### config.mk
export PLATFORM = sky130hd
export DESIGN_NAME = spi_flash_command_sequencer_top_flat
export DESIGN_NICKNAME = d
export VERILOG_FILES = /design/src/rtl/sfcs_pkg.sv /design/src/rtl/sfcs_if.sv /design/src/rtl/sfcs_front.sv /design/src/rtl/sfcs_queue.sv /design/src/rtl/sfcs_back.sv /design/src/rtl/spi_flash_command_sequencer_top.sv /design/src/flat_wrapper.sv
export SDC_FILE = /design/constraint.sdc
export NUM_CORES = 1
export LEC_CHECK = 0
export BUFFER_PORTS_ARGS = -buffer_cell sky130_fd_sc_hd__buf_2
export CAP_MARGIN = 5
export CORE_MARGIN = 4
export CORE_UTILIZATION = 30
export DETAILED_ROUTE_END_ITERATION = 8
export PLACE_DENSITY = 0.48
export SLEW_MARGIN = 20
export SYNTH_ARGS = -nofsm -noshare
export SYNTH_HDL_FRONTEND = slang
export SYNTH_SLANG_ARGS = --single-unit
### constraint.sdc
create_clock -name clk -period 5.4 [get_ports clk]
set_clock_uncertainty 0.1 [all_clocks]
set_input_delay 1.08 -clock clk [delete_from_list [all_inputs] [get_ports clk]]
set_output_delay 1.08 -clock clk [all_outputs]
set_load 0.01 [all_outputs]
### src/rtl/sfcs_pkg.sv
// ----------------------------------------------------------------------------
// sfcs_pkg
// Shared codes, flash command bytes and the job descriptor passed between the
// front and back parts of the serial flash command sequencer.
// ----------------------------------------------------------------------------
package sfcs_pkg;

  // request operation codes
  localparam logic [2:0] OP_READ_ID = 3'd0;
  localparam logic [2:0] OP_READ    = 3'd1;
  localparam logic [2:0] OP_PROGRAM = 3'd2;
  localparam logic [2:0] OP_SECTOR  = 3'd3;
  localparam logic [2:0] OP_CHIP    = 3'd4;
  localparam logic [2:0] OP_DATA    = 3'd5;
  localparam logic [2:0] OP_RX      = 3'd6;

  // flash command and filler bytes
  localparam logic [7:0] CMD_WREN  = 8'h06;
  localparam logic [7:0] CMD_RDSR  = 8'h05;
  localparam logic [7:0] CMD_READ  = 8'h03;
  localparam logic [7:0] CMD_PP    = 8'h02;
  localparam logic [7:0] CMD_SE    = 8'h20;
  localparam logic [7:0] CMD_CE    = 8'hC7;
  localparam logic [7:0] CMD_RDID  = 8'h9F;
  localparam logic [7:0] DUMMY     = 8'hFF;
  localparam logic [7:0] MFR_A     = 8'hEF;
  localparam logic [7:0] MFR_B     = 8'hC8;
  localparam logic [7:0] MFR_C     = 8'h1F;
  localparam int         BUSY_BIT  = 0;

  // page size and the clamp value at length width
  localparam int          PAGE_BYTES = 256;
  localparam logic [15:0] PAGE_LEN   = 16'(PAGE_BYTES);

  // job kinds handed from front to back
  localparam logic [3:0] J_ID     = 4'd0;
  localparam logic [3:0] J_REJ    = 4'd1;
  localparam logic [3:0] J_READ   = 4'd2;
  localparam logic [3:0] J_PROG   = 4'd3;
  localparam logic [3:0] J_SECTOR = 4'd4;
  localparam logic [3:0] J_CHIP   = 4'd5;
  localparam logic [3:0] J_DATA   = 4'd6;
  localparam logic [3:0] J_IDBYTE = 4'd7;
  localparam logic [3:0] J_RDBYTE = 4'd8;
  localparam logic [3:0] J_STATUS = 4'd9;

  // queue depth
  localparam int QDEPTH = 4;
  localparam int QPTR_W = $clog2(QDEPTH);
  localparam int QCNT_W = $clog2(QDEPTH + 1);

  // flag_a / flag_b meaning depends on kind:
  //   read:   a = zero length, b = length one
  //   prog:   a = zero count
  //   data:   a = frame ends here, b = polling follows
  //   idbyte: a = last id byte
  //   rdbyte: a = final byte, b = one byte left after this
  //   status: a = busy
  typedef struct packed {
    logic [3:0]  kind;
    logic [23:0] address;
    logic [7:0]  data_byte;
    logic        flag_a;
    logic        flag_b;
    logic        id_ok;
  } job_t;

endpackage

### src/rtl/sfcs_if.sv
// ----------------------------------------------------------------------------
// sfcs_req_if / sfcs_rsp_if
// Valid/ready channels for request beats and result beats.
// ----------------------------------------------------------------------------
interface sfcs_req_if;
  logic        valid;
  logic        ready;
  logic [2:0]  op;
  logic [23:0] address;
  logic [15:0] length;
  logic [7:0]  data_byte;

  modport source (output valid, output op, output address, output length,
                  output data_byte, input ready);
  modport sink   (input valid, input op, input address, input length,
                  input data_byte, output ready);
endinterface

interface sfcs_rsp_if;
  logic       valid;
  logic       ready;
  logic [7:0] spi_byte;
  logic       select_active;
  logic       capture_reply;
  logic       frame_end;
  logic       read_valid;
  logic [7:0] read_byte;
  logic       id_ok;
  logic       rejected;
  logic       done_res;
  logic       last;

  modport source (output valid, output spi_byte, output select_active,
                  output capture_reply, output frame_end, output read_valid,
                  output read_byte, output id_ok, output rejected,
                  output done_res, output last, input ready);
  modport sink   (input valid, input spi_byte, input select_active,
                  input capture_reply, input frame_end, input read_valid,
                  input read_byte, input id_ok, input rejected,
                  input done_res, input last, output ready);
endinterface

### src/rtl/sfcs_front.sv
// ----------------------------------------------------------------------------
// sfcs_front
// Accepts request beats, tracks the command phase and the verified flag, and
// turns each beat that causes results into one job for the back part.
// ----------------------------------------------------------------------------
module sfcs_front
  import sfcs_pkg::*;
(
  input  logic        clk,
  input  logic        rst,
  input  logic        in_valid,
  input  logic [2:0]  op,
  input  logic [23:0] address,
  input  logic [15:0] length,
  input  logic [7:0]  data_byte,
  input  logic        space,
  output logic        push,
  output job_t        push_job
);

  localparam logic [2:0] PH_IDLE = 3'd0;
  localparam logic [2:0] PH_ID   = 3'd1;
  localparam logic [2:0] PH_READ = 3'd2;
  localparam logic [2:0] PH_PROG = 3'd3;
  localparam logic [2:0] PH_POLL = 3'd4;

  logic [2:0]  phase, phase_next;
  logic        device_ok, device_ok_next;
  logic [15:0] bytes_left, bytes_left_next;
  logic [1:0]  id_index, id_index_next;

  logic        idle;
  logic        emit;
  logic        accept;
  logic [15:0] count;
  logic [15:0] left_dec;
  logic        mfr_match;

  assign idle      = (phase == PH_IDLE);
  assign count     = (length > PAGE_LEN) ? PAGE_LEN : length;
  assign left_dec  = (bytes_left != 16'd0) ? bytes_left - 16'd1 : 16'd0;
  assign mfr_match = (data_byte == MFR_A) || (data_byte == MFR_B) || (data_byte == MFR_C);
  assign accept    = in_valid && space;

  // classify the beat and work out the next state
  always_comb begin
    phase_next      = phase;
    device_ok_next  = device_ok;
    bytes_left_next = bytes_left;
    id_index_next   = id_index;
    emit            = 1'b0;
    push_job        = '0;
    push_job.address   = address;
    push_job.data_byte = data_byte;
    case (op)
      OP_READ_ID, OP_READ, OP_PROGRAM, OP_SECTOR, OP_CHIP: begin
        if (idle) begin
          emit = 1'b1;
          if (op == OP_READ_ID) begin
            push_job.kind = J_ID;
            phase_next    = PH_ID;
            id_index_next = 2'd0;
          end else if (!device_ok) begin
            push_job.kind = J_REJ;
          end else if (op == OP_READ) begin
            push_job.kind   = J_READ;
            push_job.flag_a = (length == 16'd0);
            push_job.flag_b = (length == 16'd1);
            if (length != 16'd0) begin
              bytes_left_next = length;
              phase_next      = PH_READ;
            end
          end else if (op == OP_PROGRAM) begin
            push_job.kind   = J_PROG;
            push_job.flag_a = (count == 16'd0);
            if (count == 16'd0) begin
              phase_next = PH_POLL;
            end else begin
              bytes_left_next = count;
              phase_next      = PH_PROG;
            end
          end else if (op == OP_SECTOR) begin
            push_job.kind = J_SECTOR;
            phase_next    = PH_POLL;
          end else begin
            push_job.kind = J_CHIP;
            phase_next    = PH_POLL;
          end
        end
      end
      OP_DATA: begin
        if (phase == PH_PROG) begin
          emit            = 1'b1;
          push_job.kind   = J_DATA;
          push_job.flag_a = (bytes_left <= 16'd1);
          push_job.flag_b = (left_dec == 16'd0);
          bytes_left_next = left_dec;
          if (left_dec == 16'd0) phase_next = PH_POLL;
        end
      end
      OP_RX: begin
        if (phase == PH_ID) begin
          emit            = 1'b1;
          push_job.kind   = J_IDBYTE;
          push_job.flag_a = (id_index >= 2'd2);
          if (id_index == 2'd0) device_ok_next = mfr_match;
          if (id_index >= 2'd2) begin
            phase_next    = PH_IDLE;
            id_index_next = 2'd0;
          end else begin
            id_index_next = id_index + 2'd1;
          end
        end else if (phase == PH_READ) begin
          emit            = 1'b1;
          push_job.kind   = J_RDBYTE;
          push_job.flag_a = (left_dec == 16'd0);
          push_job.flag_b = (left_dec == 16'd1);
          bytes_left_next = left_dec;
          if (left_dec == 16'd0) phase_next = PH_IDLE;
        end else if (phase == PH_POLL) begin
          emit            = 1'b1;
          push_job.kind   = J_STATUS;
          push_job.flag_a = data_byte[BUSY_BIT];
          if (!data_byte[BUSY_BIT]) phase_next = PH_IDLE;
        end
      end
      default: begin
      end
    endcase
    push_job.id_ok = device_ok_next;
  end

  assign push = accept && emit;

  // state registers
  always_ff @(posedge clk) begin
    if (rst) begin
      phase      <= PH_IDLE;
      device_ok  <= 1'b0;
      bytes_left <= 16'd0;
      id_index   <= 2'd0;
    end else if (accept) begin
      phase      <= phase_next;
      device_ok  <= device_ok_next;
      bytes_left <= bytes_left_next;
      id_index   <= id_index_next;
    end
  end

  // id bytes are counted only while reading the id
  a_id_index: assert property (@(posedge clk) disable iff (rst)
    (phase != PH_ID) |-> (id_index == 2'd0))
    else $error("id index left non-zero outside id phase");

  // a program data phase always has bytes to go
  a_prog_left: assert property (@(posedge clk) disable iff (rst)
    (phase == PH_PROG) |-> (bytes_left != 16'd0))
    else $error("program phase with no bytes left");

endmodule

### src/rtl/sfcs_queue.sv
// ----------------------------------------------------------------------------
// sfcs_queue
// Short job queue between the front and back parts.
// ----------------------------------------------------------------------------
module sfcs_queue
  import sfcs_pkg::*;
(
  input  logic clk,
  input  logic rst,
  input  logic push,
  input  job_t push_job,
  output logic space,
  output logic pop_valid,
  input  logic pop,
  output job_t pop_job
);

  job_t              mem [QDEPTH];
  logic [QPTR_W-1:0] wr_ptr;
  logic [QPTR_W-1:0] rd_ptr;
  logic [QCNT_W-1:0] count;
  logic              do_push;
  logic              do_pop;

  assign space     = (count != QCNT_W'(QDEPTH));
  assign pop_valid = (count != '0);
  assign do_push   = push && space;
  assign do_pop    = pop && pop_valid;
  assign pop_job   = mem[rd_ptr];

  // storage
  always_ff @(posedge clk) begin
    if (do_push) mem[wr_ptr] <= push_job;
  end

  // pointers and fill count
  always_ff @(posedge clk) begin
    if (rst) begin
      wr_ptr <= '0;
      rd_ptr <= '0;
      count  <= '0;
    end else begin
      if (do_push) wr_ptr <= wr_ptr + QPTR_W'(1);
      if (do_pop)  rd_ptr <= rd_ptr + QPTR_W'(1);
      if (do_push && !do_pop)      count <= count + QCNT_W'(1);
      else if (do_pop && !do_push) count <= count - QCNT_W'(1);
    end
  end

  // fill count stays within depth
  a_count: assert property (@(posedge clk) disable iff (rst)
    count <= QCNT_W'(QDEPTH))
    else $error("queue overfilled");

  // pointer gap matches fill count
  a_ptrs: assert property (@(posedge clk) disable iff (rst)
    QPTR_W'(count) == QPTR_W'(wr_ptr - rd_ptr))
    else $error("queue pointers out of step with count");

endmodule

### src/rtl/sfcs_back.sv
// ----------------------------------------------------------------------------
// sfcs_back
// Expands one job into its result beats, one beat a cycle while rsp.ready is
// high, and pulls the next job from the queue as the last beat leaves.
// ----------------------------------------------------------------------------
module sfcs_back
  import sfcs_pkg::*;
(
  input  logic clk,
  input  logic rst,
  input  logic pop_valid,
  output logic pop,
  input  job_t pop_job,
  sfcs_rsp_if.source rsp
);

  job_t       job;
  logic       loaded;
  logic [2:0] step;
  logic       beat_last;
  logic       take;

  assign rsp.valid = loaded;
  assign rsp.last  = beat_last;
  assign rsp.id_ok = job.id_ok;
  assign take      = loaded && rsp.ready;
  assign pop       = pop_valid && (!loaded || (take && beat_last));

  // beat contents for the current job and step
  always_comb begin
    rsp.spi_byte      = 8'd0;
    rsp.select_active = 1'b0;
    rsp.capture_reply = 1'b0;
    rsp.frame_end     = 1'b0;
    rsp.read_valid    = 1'b0;
    rsp.read_byte     = 8'd0;
    rsp.rejected      = 1'b0;
    rsp.done_res      = 1'b0;
    beat_last         = 1'b0;
    case (job.kind)
      J_ID: begin
        rsp.select_active = 1'b1;
        case (step)
          3'd0:    rsp.spi_byte = CMD_RDID;
          3'd1, 3'd2: begin
            rsp.spi_byte      = DUMMY;
            rsp.capture_reply = 1'b1;
          end
          default: begin
            rsp.spi_byte      = DUMMY;
            rsp.capture_reply = 1'b1;
            rsp.frame_end     = 1'b1;
            beat_last         = 1'b1;
          end
        endcase
      end
      J_READ: begin
        rsp.select_active = 1'b1;
        case (step)
          3'd0: rsp.spi_byte = CMD_READ;
          3'd1: rsp.spi_byte = job.address[23:16];
          3'd2: rsp.spi_byte = job.address[15:8];
          3'd3: begin
            rsp.spi_byte  = job.address[7:0];
            rsp.frame_end = job.flag_a;
            rsp.done_res  = job.flag_a;
            beat_last     = job.flag_a;
          end
          default: begin
            rsp.spi_byte      = DUMMY;
            rsp.capture_reply = 1'b1;
            rsp.frame_end     = job.flag_b;
            beat_last         = 1'b1;
          end
        endcase
      end
      J_PROG, J_SECTOR: begin
        rsp.select_active = 1'b1;
        case (step)
          3'd0: begin
            rsp.spi_byte  = CMD_WREN;
            rsp.frame_end = 1'b1;
          end
          3'd1: rsp.spi_byte = (job.kind == J_PROG) ? CMD_PP : CMD_SE;
          3'd2: rsp.spi_byte = job.address[23:16];
          3'd3: rsp.spi_byte = job.address[15:8];
          3'd4: begin
            rsp.spi_byte  = job.address[7:0];
            rsp.frame_end = (job.kind == J_SECTOR) || job.flag_a;
            beat_last     = (job.kind == J_PROG) && !job.flag_a;
          end
          3'd5: rsp.spi_byte = CMD_RDSR;
          default: begin
            rsp.spi_byte      = DUMMY;
            rsp.capture_reply = 1'b1;
            rsp.frame_end     = 1'b1;
            beat_last         = 1'b1;
          end
        endcase
      end
      J_CHIP: begin
        rsp.select_active = 1'b1;
        case (step)
          3'd0: begin
            rsp.spi_byte  = CMD_WREN;
            rsp.frame_end = 1'b1;
          end
          3'd1: begin
            rsp.spi_byte  = CMD_CE;
            rsp.frame_end = 1'b1;
          end
          3'd2: rsp.spi_byte = CMD_RDSR;
          default: begin
            rsp.spi_byte      = DUMMY;
            rsp.capture_reply = 1'b1;
            rsp.frame_end     = 1'b1;
            beat_last         = 1'b1;
          end
        endcase
      end
      J_DATA: begin
        rsp.select_active = 1'b1;
        case (step)
          3'd0: begin
            rsp.spi_byte  = job.data_byte;
            rsp.frame_end = job.flag_a;
            beat_last     = !job.flag_b;
          end
          3'd1: rsp.spi_byte = CMD_RDSR;
          default: begin
            rsp.spi_byte      = DUMMY;
            rsp.capture_reply = 1'b1;
            rsp.frame_end     = 1'b1;
            beat_last         = 1'b1;
          end
        endcase
      end
      J_IDBYTE: begin
        rsp.read_valid = 1'b1;
        rsp.read_byte  = job.data_byte;
        rsp.done_res   = job.flag_a;
        beat_last      = 1'b1;
      end
      J_RDBYTE: begin
        rsp.read_valid = 1'b1;
        rsp.read_byte  = job.data_byte;
        beat_last      = 1'b1;
        if (job.flag_a) begin
          rsp.done_res = 1'b1;
        end else begin
          rsp.spi_byte      = DUMMY;
          rsp.select_active = 1'b1;
          rsp.capture_reply = 1'b1;
          rsp.frame_end     = job.flag_b;
        end
      end
      J_STATUS: begin
        if (job.flag_a) begin
          rsp.select_active = 1'b1;
          if (step == 3'd0) begin
            rsp.spi_byte = CMD_RDSR;
          end else begin
            rsp.spi_byte      = DUMMY;
            rsp.capture_reply = 1'b1;
            rsp.frame_end     = 1'b1;
            beat_last         = 1'b1;
          end
        end else begin
          rsp.done_res = 1'b1;
          beat_last    = 1'b1;
        end
      end
      default: begin
        // rejected command
        rsp.rejected = 1'b1;
        rsp.done_res = 1'b1;
        beat_last    = 1'b1;
      end
    endcase
  end

  // current job register
  always_ff @(posedge clk) begin
    if (pop) job <= pop_job;
  end

  // load flag and beat counter
  always_ff @(posedge clk) begin
    if (rst) begin
      loaded <= 1'b0;
      step   <= 3'd0;
    end else if (pop) begin
      loaded <= 1'b1;
      step   <= 3'd0;
    end else if (take) begin
      if (beat_last) begin
        loaded <= 1'b0;
        step   <= 3'd0;
      end else begin
        step <= step + 3'd1;
      end
    end
  end

  // no job runs past seven beats
  a_step: assert property (@(posedge clk) disable iff (rst)
    loaded |-> (step <= 3'd6))
    else $error("beat counter ran past the longest job");

  // a job ends with its last beat before the next is loaded
  a_pop: assert property (@(posedge clk) disable iff (rst)
    (pop && loaded) |-> (take && beat_last))
    else $error("job replaced before its last beat");

endmodule

### src/rtl/spi_flash_command_sequencer_top.sv
// Flow: a request beat that causes results is written into the job queue, then popped into
// the back part's job register; result beats then follow one per cycle while rsp.ready is high.
// Throughput: one request beat a cycle while the four-entry job queue has room; the back
// part gives one result beat a cycle while rsp.ready is high (up to seven per request), loading jobs back to back.
// Reset: synchronous rst clears the phase, the verified flag, the counters and the queue.
// ----------------------------------------------------------------------------
// spi_flash_command_sequencer_top
// Host-side serial NOR flash command sequencer: front classifier, job queue
// and beat generator.
// ----------------------------------------------------------------------------
module spi_flash_command_sequencer_top
  import sfcs_pkg::*;
(
  input logic        clk,
  input logic        rst,
  sfcs_req_if.sink   req,
  sfcs_rsp_if.source rsp
);

  logic space;
  logic push;
  job_t push_job;
  logic pop_valid;
  logic pop;
  job_t pop_job;

  assign req.ready = space;

  // request classification
  sfcs_front u_front (
    .clk       (clk),
    .rst       (rst),
    .in_valid  (req.valid),
    .op        (req.op),
    .address   (req.address),
    .length    (req.length),
    .data_byte (req.data_byte),
    .space     (space),
    .push      (push),
    .push_job  (push_job)
  );

  // job queue
  sfcs_queue u_queue (
    .clk       (clk),
    .rst       (rst),
    .push      (push),
    .push_job  (push_job),
    .space     (space),
    .pop_valid (pop_valid),
    .pop       (pop),
    .pop_job   (pop_job)
  );

  // beat generation
  sfcs_back u_back (
    .clk       (clk),
    .rst       (rst),
    .pop_valid (pop_valid),
    .pop       (pop),
    .pop_job   (pop_job),
    .rsp       (rsp)
  );

endmodule
### src/flat_wrapper.sv
// flat-port wrapper written by rule: the top's interface ports become plain ports
module spi_flash_command_sequencer_top_flat import sfcs_pkg::*;
  (clk, rst, req_valid, req_op, req_address, req_length, req_data_byte, req_ready, rsp_valid, rsp_spi_byte, rsp_select_active, rsp_capture_reply, rsp_frame_end, rsp_read_valid, rsp_read_byte, rsp_id_ok, rsp_rejected, rsp_done_res, rsp_last, rsp_ready);
  sfcs_req_if req_i ();
  sfcs_rsp_if rsp_i ();
  input logic clk;
  input logic rst;
  input wire logic [$bits(req_i.valid)-1:0] req_valid;
  input wire logic [$bits(req_i.op)-1:0] req_op;
  input wire logic [$bits(req_i.address)-1:0] req_address;
  input wire logic [$bits(req_i.length)-1:0] req_length;
  input wire logic [$bits(req_i.data_byte)-1:0] req_data_byte;
  output wire logic [$bits(req_i.ready)-1:0] req_ready;
  output wire logic [$bits(rsp_i.valid)-1:0] rsp_valid;
  output wire logic [$bits(rsp_i.spi_byte)-1:0] rsp_spi_byte;
  output wire logic [$bits(rsp_i.select_active)-1:0] rsp_select_active;
  output wire logic [$bits(rsp_i.capture_reply)-1:0] rsp_capture_reply;
  output wire logic [$bits(rsp_i.frame_end)-1:0] rsp_frame_end;
  output wire logic [$bits(rsp_i.read_valid)-1:0] rsp_read_valid;
  output wire logic [$bits(rsp_i.read_byte)-1:0] rsp_read_byte;
  output wire logic [$bits(rsp_i.id_ok)-1:0] rsp_id_ok;
  output wire logic [$bits(rsp_i.rejected)-1:0] rsp_rejected;
  output wire logic [$bits(rsp_i.done_res)-1:0] rsp_done_res;
  output wire logic [$bits(rsp_i.last)-1:0] rsp_last;
  input wire logic [$bits(rsp_i.ready)-1:0] rsp_ready;
  assign req_i.valid = req_valid;
  assign req_i.op = req_op;
  assign req_i.address = req_address;
  assign req_i.length = req_length;
  assign req_i.data_byte = req_data_byte;
  assign req_ready = req_i.ready;
  assign rsp_valid = rsp_i.valid;
  assign rsp_spi_byte = rsp_i.spi_byte;
  assign rsp_select_active = rsp_i.select_active;
  assign rsp_capture_reply = rsp_i.capture_reply;
  assign rsp_frame_end = rsp_i.frame_end;
  assign rsp_read_valid = rsp_i.read_valid;
  assign rsp_read_byte = rsp_i.read_byte;
  assign rsp_id_ok = rsp_i.id_ok;
  assign rsp_rejected = rsp_i.rejected;
  assign rsp_done_res = rsp_i.done_res;
  assign rsp_last = rsp_i.last;
  assign rsp_i.ready = rsp_ready;
  spi_flash_command_sequencer_top u_core (.clk(clk), .rst(rst), .req(req_i), .rsp(rsp_i));
endmodule
* Word-level counts from Yosys, hierarchy flattened *
Memory sizes are Yosys's and may differ from the RTL's. A register that Yosys moved wholly into a read port is not among the register bits.
Index checks and enable logic that the tools add are counted.
W data, S select, Z words.

storage, ports and cells
  flip-flop bits (word level) = 33
  output and inout port bits = 26
  word-level logic and storage cells = 231
  latch bits = 0
  bits in writable memories = 156
  input bits = 55
  ROM bits = 0
  memories kept = 1

cells by class
  multiply operators = 0
  divide/modulo/power cells = 0
  shifts and indexed selects = 0
  bitwise operators = 0
  reduce and logical (&&, ||, !) cells = 53
  $lt $le $gt $ge = 3
  equal/unequal tests = 47
  $add $sub $neg = 7
  mux-type cells = 111

memory list
  memory              words  bits a word  read ports  clocked after Yosys merged registers in  wr ports  line              source
  u_core.u_queue.mem  4      39           1           1                                        1         sfcs_queue.sv:18  job_t mem [QDEPTH];

operators with widths
  operator               count
  $mux W16               12
  $mux W3                24
  $pmux W8 S7            1
  $logic_not A16 Y1      3
  $pmux W16 S3           1
  $pmux W8 S6            1
  $mux W1                36
  $eq A16 B1 Y1 const B  2
  $mux W8                4
  $pmux W8 S4            1
  $reduce_bool A16 Y1    2
  $pmux W8 S3            1
  $reduce_and A11 Y1     2
  $eq A3 B2 Y1 const B   6
  $eq A3 B3 Y1 const B   6
  $ne A2 B2 Y1 const B   9
  $ne A3 B3 Y1 const B   6
  $eq A4 B3 Y1 const B   4
  $eq A8 B8 Y1 const B   2
  $gt A16 B9 Y1 const B  1
  $le A16 B1 Y1 const B  1
  $mux W2                8
  $ne A4 B4 Y1 const B   4
  $pmux W8 S2            1
  36 further kinds       83

* Logic depth before layout (Yosys ltp) *
  depth in word-level cells = 11
  mapped depth = 15
  depth with buffers taken out = 14

* Cells and area by module *
From an unflattened synthesis, not the netlist that was laid out.

second synthesis, totals
  cells, all modules = 828
  area total of the unflattened synthesis = 11,167.0 um^2

by module, submodules not included
  module      instances  seq. area each (um^2)  area an instance (um^2)  cells each
  sfcs_queue  1          4,864.7                6,083.3                  251
  sfcs_back   1          1,251.2                2,652.5                  260
  sfcs_front  1          440.4                  2,431.1                  317

* Worst setup path after synthesis *
Ideal clock, no wire load.

  path kind = input-to-reg
  start = input port req_op[0]
  end = memory u_core.u_queue.mem[0][0] (netlist name) (enable)
  buffers on the path = 0
  stages on the path = 6
  setup slack = 1.577 ns
  arrival time = 3.323 ns
  path through = or3b_2 > a21oi_1 > o21ai_0 > a21o_1 > a221oi_2 > and2_1

between the ends
  cells in the longest elaborated chain, start to end = 7
  elaborated cells on any way between the ends = 13

RTL lines
  element                                     line               source
  from (decl)                                 flat_wrapper.sv:9  input wire logic [$bits(req_i.op)-1:0] req_op;
  $eq A3 B1 Y1, or another cell as far along  sfcs_front.sv:55   case (op)
  $reduce_or A5 Y1                            sfcs_front.sv:55
  $pmux W1 S3 (*)                             sfcs_front.sv:55
  $logic_and A1 B1 Y1 (*)                     sfcs_front.sv:133  assign push = accept && emit;
  $logic_and A1 B1 Y1 (*)                     sfcs_queue.sv:27   assign do_push = push && space;
  via u_core.u_queue.do_push                  sfcs_queue.sv:22   logic do_push;
  $mux W1 (*)                                 sfcs_queue.sv:33   if (do_push) mem[wr_ptr] <= push_job;
  $mux W1 (implied by the code) (*)           sfcs_queue.sv:33
  to (decl)                                   sfcs_queue.sv:18

The timed path passes the listed nets; every way through them passes the cells marked *.

* Final worst setup path *
  start = register u_core.u_back.step[0]
  end = output port rsp_spi_byte[1]

between the ends
  cells in the longest elaborated chain, start to end = 4
  elaborated cells on any way between the ends = 13

RTL lines
  element                                                              line                source
  from (decl)                                                          sfcs_back.sv:19     logic [2:0] step;
  from (signal assigned)                                               sfcs_back.sv:200    step <= step + 3'd1;
  parallel branches: the longest is 3 deep, another holds $pmux W8 S6  -
  $pmux W8 S7 (*)                                                      sfcs_back.sv:40     case (job.kind)
  to (decl)                                                            flat_wrapper.sv:15  output wire logic [$bits(rsp_i.spi_byte)-1:0] rsp_spi_byte;

Every way passes the cells marked *.

==> metrics.md <==
| Metric | Value |
|---|---|
| Area of the mapped netlist | 0.0109 mm² |
| CTS root buf | clkbuf_16 |
| Clock Sinks | 228 |
| Adder-cell area share of the yosys netlist | 1.68% |
| Worst EP arrival | 3250 ps |
| Crit Path Category | register to output port |
| Io pins | 81 |
| Vias per cell | 5.22 |
| Crit-path max FO | 23 |
| GRT met2 Usage | 20.3% |
| Initial Util | 30.5% |
| Hold Buf Count CTS | 0 |
| Syn_nets | 890 |
| Layout net count | 956 |
| Main combinational cell family by area after synthesis | simple AND/OR/NAND/NOR gates |
| Synth unique cells | 80 |
| Worst Hold Path EP | u_core.u_front.bytes_left[7] |
| Final setup fails | 0 |
| GRT met3 Usage | 2.47% |
| Post-CTS sizing | 0 |
| Cell Pwr Density | 461 mW/mm² |
| Post-synthesis compound-gate area fraction | 12.7% |
| Final Cycle Share | 82.0% |
| Final hold violation count | 0 |
| Total track usage | 13.3% |
| Slew headroom | 36.1% |
| CP endpoint kind | output port |
| GPL Wtd Cong | 0.810 |
| Worst r2r dst | u_core.u_queue.count[2] |
| Routed Antenna Nets | 0 |
| Detailed-route DRC error count | 0 |
| Synth Area per Inst | 13.2 µm² |
| Drt wl/cell | 19.6 µm |
| GR Layer Usage met1 | 20.1% |
| CTS tree | yes |
| Detailed Routing Iterations Pass 1 | 8 |
| Total wire length | 26700 µm |
| Outcome | finished clean |
| Max-slew violations | 0 |
| Port buffer count | 80 |
| Hold crit path type | register to register |
| Detailed Place HPWL | 18300 µm |
| Simple logic cell fraction of the synthesized area | 12.8% |
| CTS Buffer Depth | 3 |
| Die Width | 198 µm |
| Max Cap Violations | 0 |
| Post-synthesis sequential area ratio | 60.0% |
| Maximum clock rate | 0.226 GHz |
| WP data required | 4220 ps |
| Hold path start | u_core.u_front.bytes_left[7] |
| Hold_ws | 379 ps |
| Pleak | 0.00421 µW |
| Largest net degree at the start of global routing | 40 |
| Setup bufs post-CTS | 0 |
| Die outline height | 198 µm |
| Synth warnings | 0 |
| Worst-Margin Slew | 959 ps |
| Reg clk slew, reported paths | 60 ps |
| CTS H-tree depth | 1 |
| Skew-Pair Late Insertion Delay | 530 ps |
| Ys flop type | edfxtp_1 |
| Gr ovfl total | 0 |
| # diodes | 0 |
| Reg-to-Reg Start | u_core.u_back.step[0] |
| Hold Path Depth | 2 |
| Initial antenna violation count | 0 |
| Period minus WS final | 4430 ps |
| Reg-to-reg slack, setup | 1300 ps |
| FFs w/ async S/R, synth | 0% |
| Core Box Area | 0.0357 mm² |
| Inserted Clock Buffers | 26 |
| #FFs+latches synth | 228 |
| First DRT Iteration DRCs | 525 |
| First-pass GRT wire length | 41300 µm |
| Post-synthesis mux area share | 9.13% |
| Layer with the highest usage | met2 |
| Worst reg2reg path depth | 13 |
| Share of cells above drive strength 1 | 21.6% |
| RSZ-0062 raised after global routing | false |
| Worst Setup Start Kind | register |
| Place WS | 958 ps |
| Number of fill cells | 3476 |
| Core Rows | 69 |
| Synth Instances | 821 |
| Via count | 7122 |
| Layout area overhead | 15.7% |
| Xor-xnor portion of the synthesized cell area | 1.05% |
| Placed cells | 1320 |
| Die area | 0.0393 mm² |
| Final TNS setup | 0 ps |
| End-of-flow core utilization | 35.3% |
| Maximum vdd ir drop | 212 µV |
| PnR worst setup slack | 970 ps |
| Final Non-Filler Cells | 1364 |
| Post-synth EDFFs | 195 |
| Vias in the first global route | 6910 |
-- final cells by class --
type	instances	area (µm²)	share of cell area, %
clock inverters	10	136	1.08
multi-input cells	525	4070	32.4
well taps	461	577	4.59
repair buffers	92	541	4.30
clock buffers	34	681	5.41
inverters	14	52.6	0.418
flip-flops and latches	228	6520	51.8
-- layer usage --
metal	up-vias	routed length (µm)
li1	3381	-
met1	3530	12900
met2	183	11900
met3	28	1580
met4	0	310
met5	-	0
-- cells in the mapped netlist (10+ instances only) --
library cell | count | share of area [%]
edfxtp_1 | 195 | 54
a21oi_1 | 53 | 2.4
nand2_1 | 53 | 1.8
nor2_1 | 47 | 1.6
mux4_2 | 39 | 8.1
clkbuf_1 | 37 | 1.3
dfxtp_1 | 33 | 6.1
o21ai_0 | 29 | 1.3
nor3_1 | 21 | 0.97
nand3_1 | 19 | 0.87
and2_1 | 18 | 1.0
nor2b_1 | 18 | 1.0
inv_1 | 14 | 0.48
nor4_1 | 14 | 0.81
ha_1 | 13 | 1.5
a222oi_1 | 12 | 1.1
buf_1 | 10 | 0.35
nand2b_1 | 10 | 0.58
o31ai_1 | 10 | 0.69
or3_1 | 10 | 0.58
-- worst max-delay path, cell delays in order (launching register included) --
cell and delay (ps):
dfxtp_1 490, ha_1 220, ha_1 690, o21bai_1 400, o21a_1 210, o21ai_0 100
or3_1 420, buf_2 170
-- how the worst max path moves through the flow --
stage | startpoint | end | slack [ps] | depth (start not counted)
after floorplan | req_op[0] | u_core.u_queue.mem[0][0] | 1580 | 6
after CTS | u_core.u_back.step[0] | rsp_spi_byte[0] | 750 | 9
after detailed placement | req_op[1] | u_core.u_queue.count[2] | 960 | 12
after global routing | u_core.u_back.step[0] | rsp_spi_byte[0] | 710 | 8
final | u_core.u_back.step[0] | rsp_spi_byte[1] | 970 | 7
after global placement | req_op[1] | u_core.u_queue.count[2] | 960 | 12
-- metrics by stage --
step	total power, µW	area [µm²]
after floorplan	3560	10900
after global placement	4160	11800
after detailed placement	4160	11800
after CTS	5870	12600
after global routing	6140	12600
final	5790	12600
-- power breakdown --
| group | leakage, µW | internal [µW] | switching, µW |
|---|---|---|---|
| registers | 0.00206 | 2260 | 300 |
| logic | 0.00175 | 645 | 901 |
| clock network | 0.000396 | 1020 | 662 |
-- state kept, by name (all words and copies together) (netlist names), 2 cells and up --
signal                     flops
u_core.u_back.step             3
u_core.u_queue.rd_ptr          2
u_core.u_queue.mem           156
u_core.u_front.id_index        2
u_core.u_back.job             38
u_core.u_front.phase           3
u_core.u_queue.wr_ptr          2
u_core.u_front.bytes_left     16
u_core.u_queue.count           3
-- cell usage in the layout, fill, tap and decap left out, types with 8 or more instances in the layout --
cell	n
nor2_1	47
clkbuf_16	26
and3_1	9
nor3_1	21
clkbuf_1	8
xor2_1	8
o21ai_0	29
nand2b_1	10
nand3_1	19
edfxtp_1	195
and2_1	13
nor4_1	14
a21oi_1	53
inv_1	14
a211oi_1	9
a222oi_1	12
o31ai_1	10
or3_1	10
nor2b_1	17
buf_4	8
ha_1	13
dfxtp_1	31
mux4_2	39
mux2i_1	8
nand2_1	53
buf_2	80
-- kinds of logic (layout without fill, tap and decap cells) --
family                     Yosys count  count (layout)
AOI/OAI and AO/OA                  191             191
DFF                                228             228
buffers and inverters               68             150
xor gates and xnor gates            13              13
adders and majority gates           14              14
muxes                               50              50
and+or+nand+nor                    257             257
No activity file was read; power rests on OpenSTA's default activity.
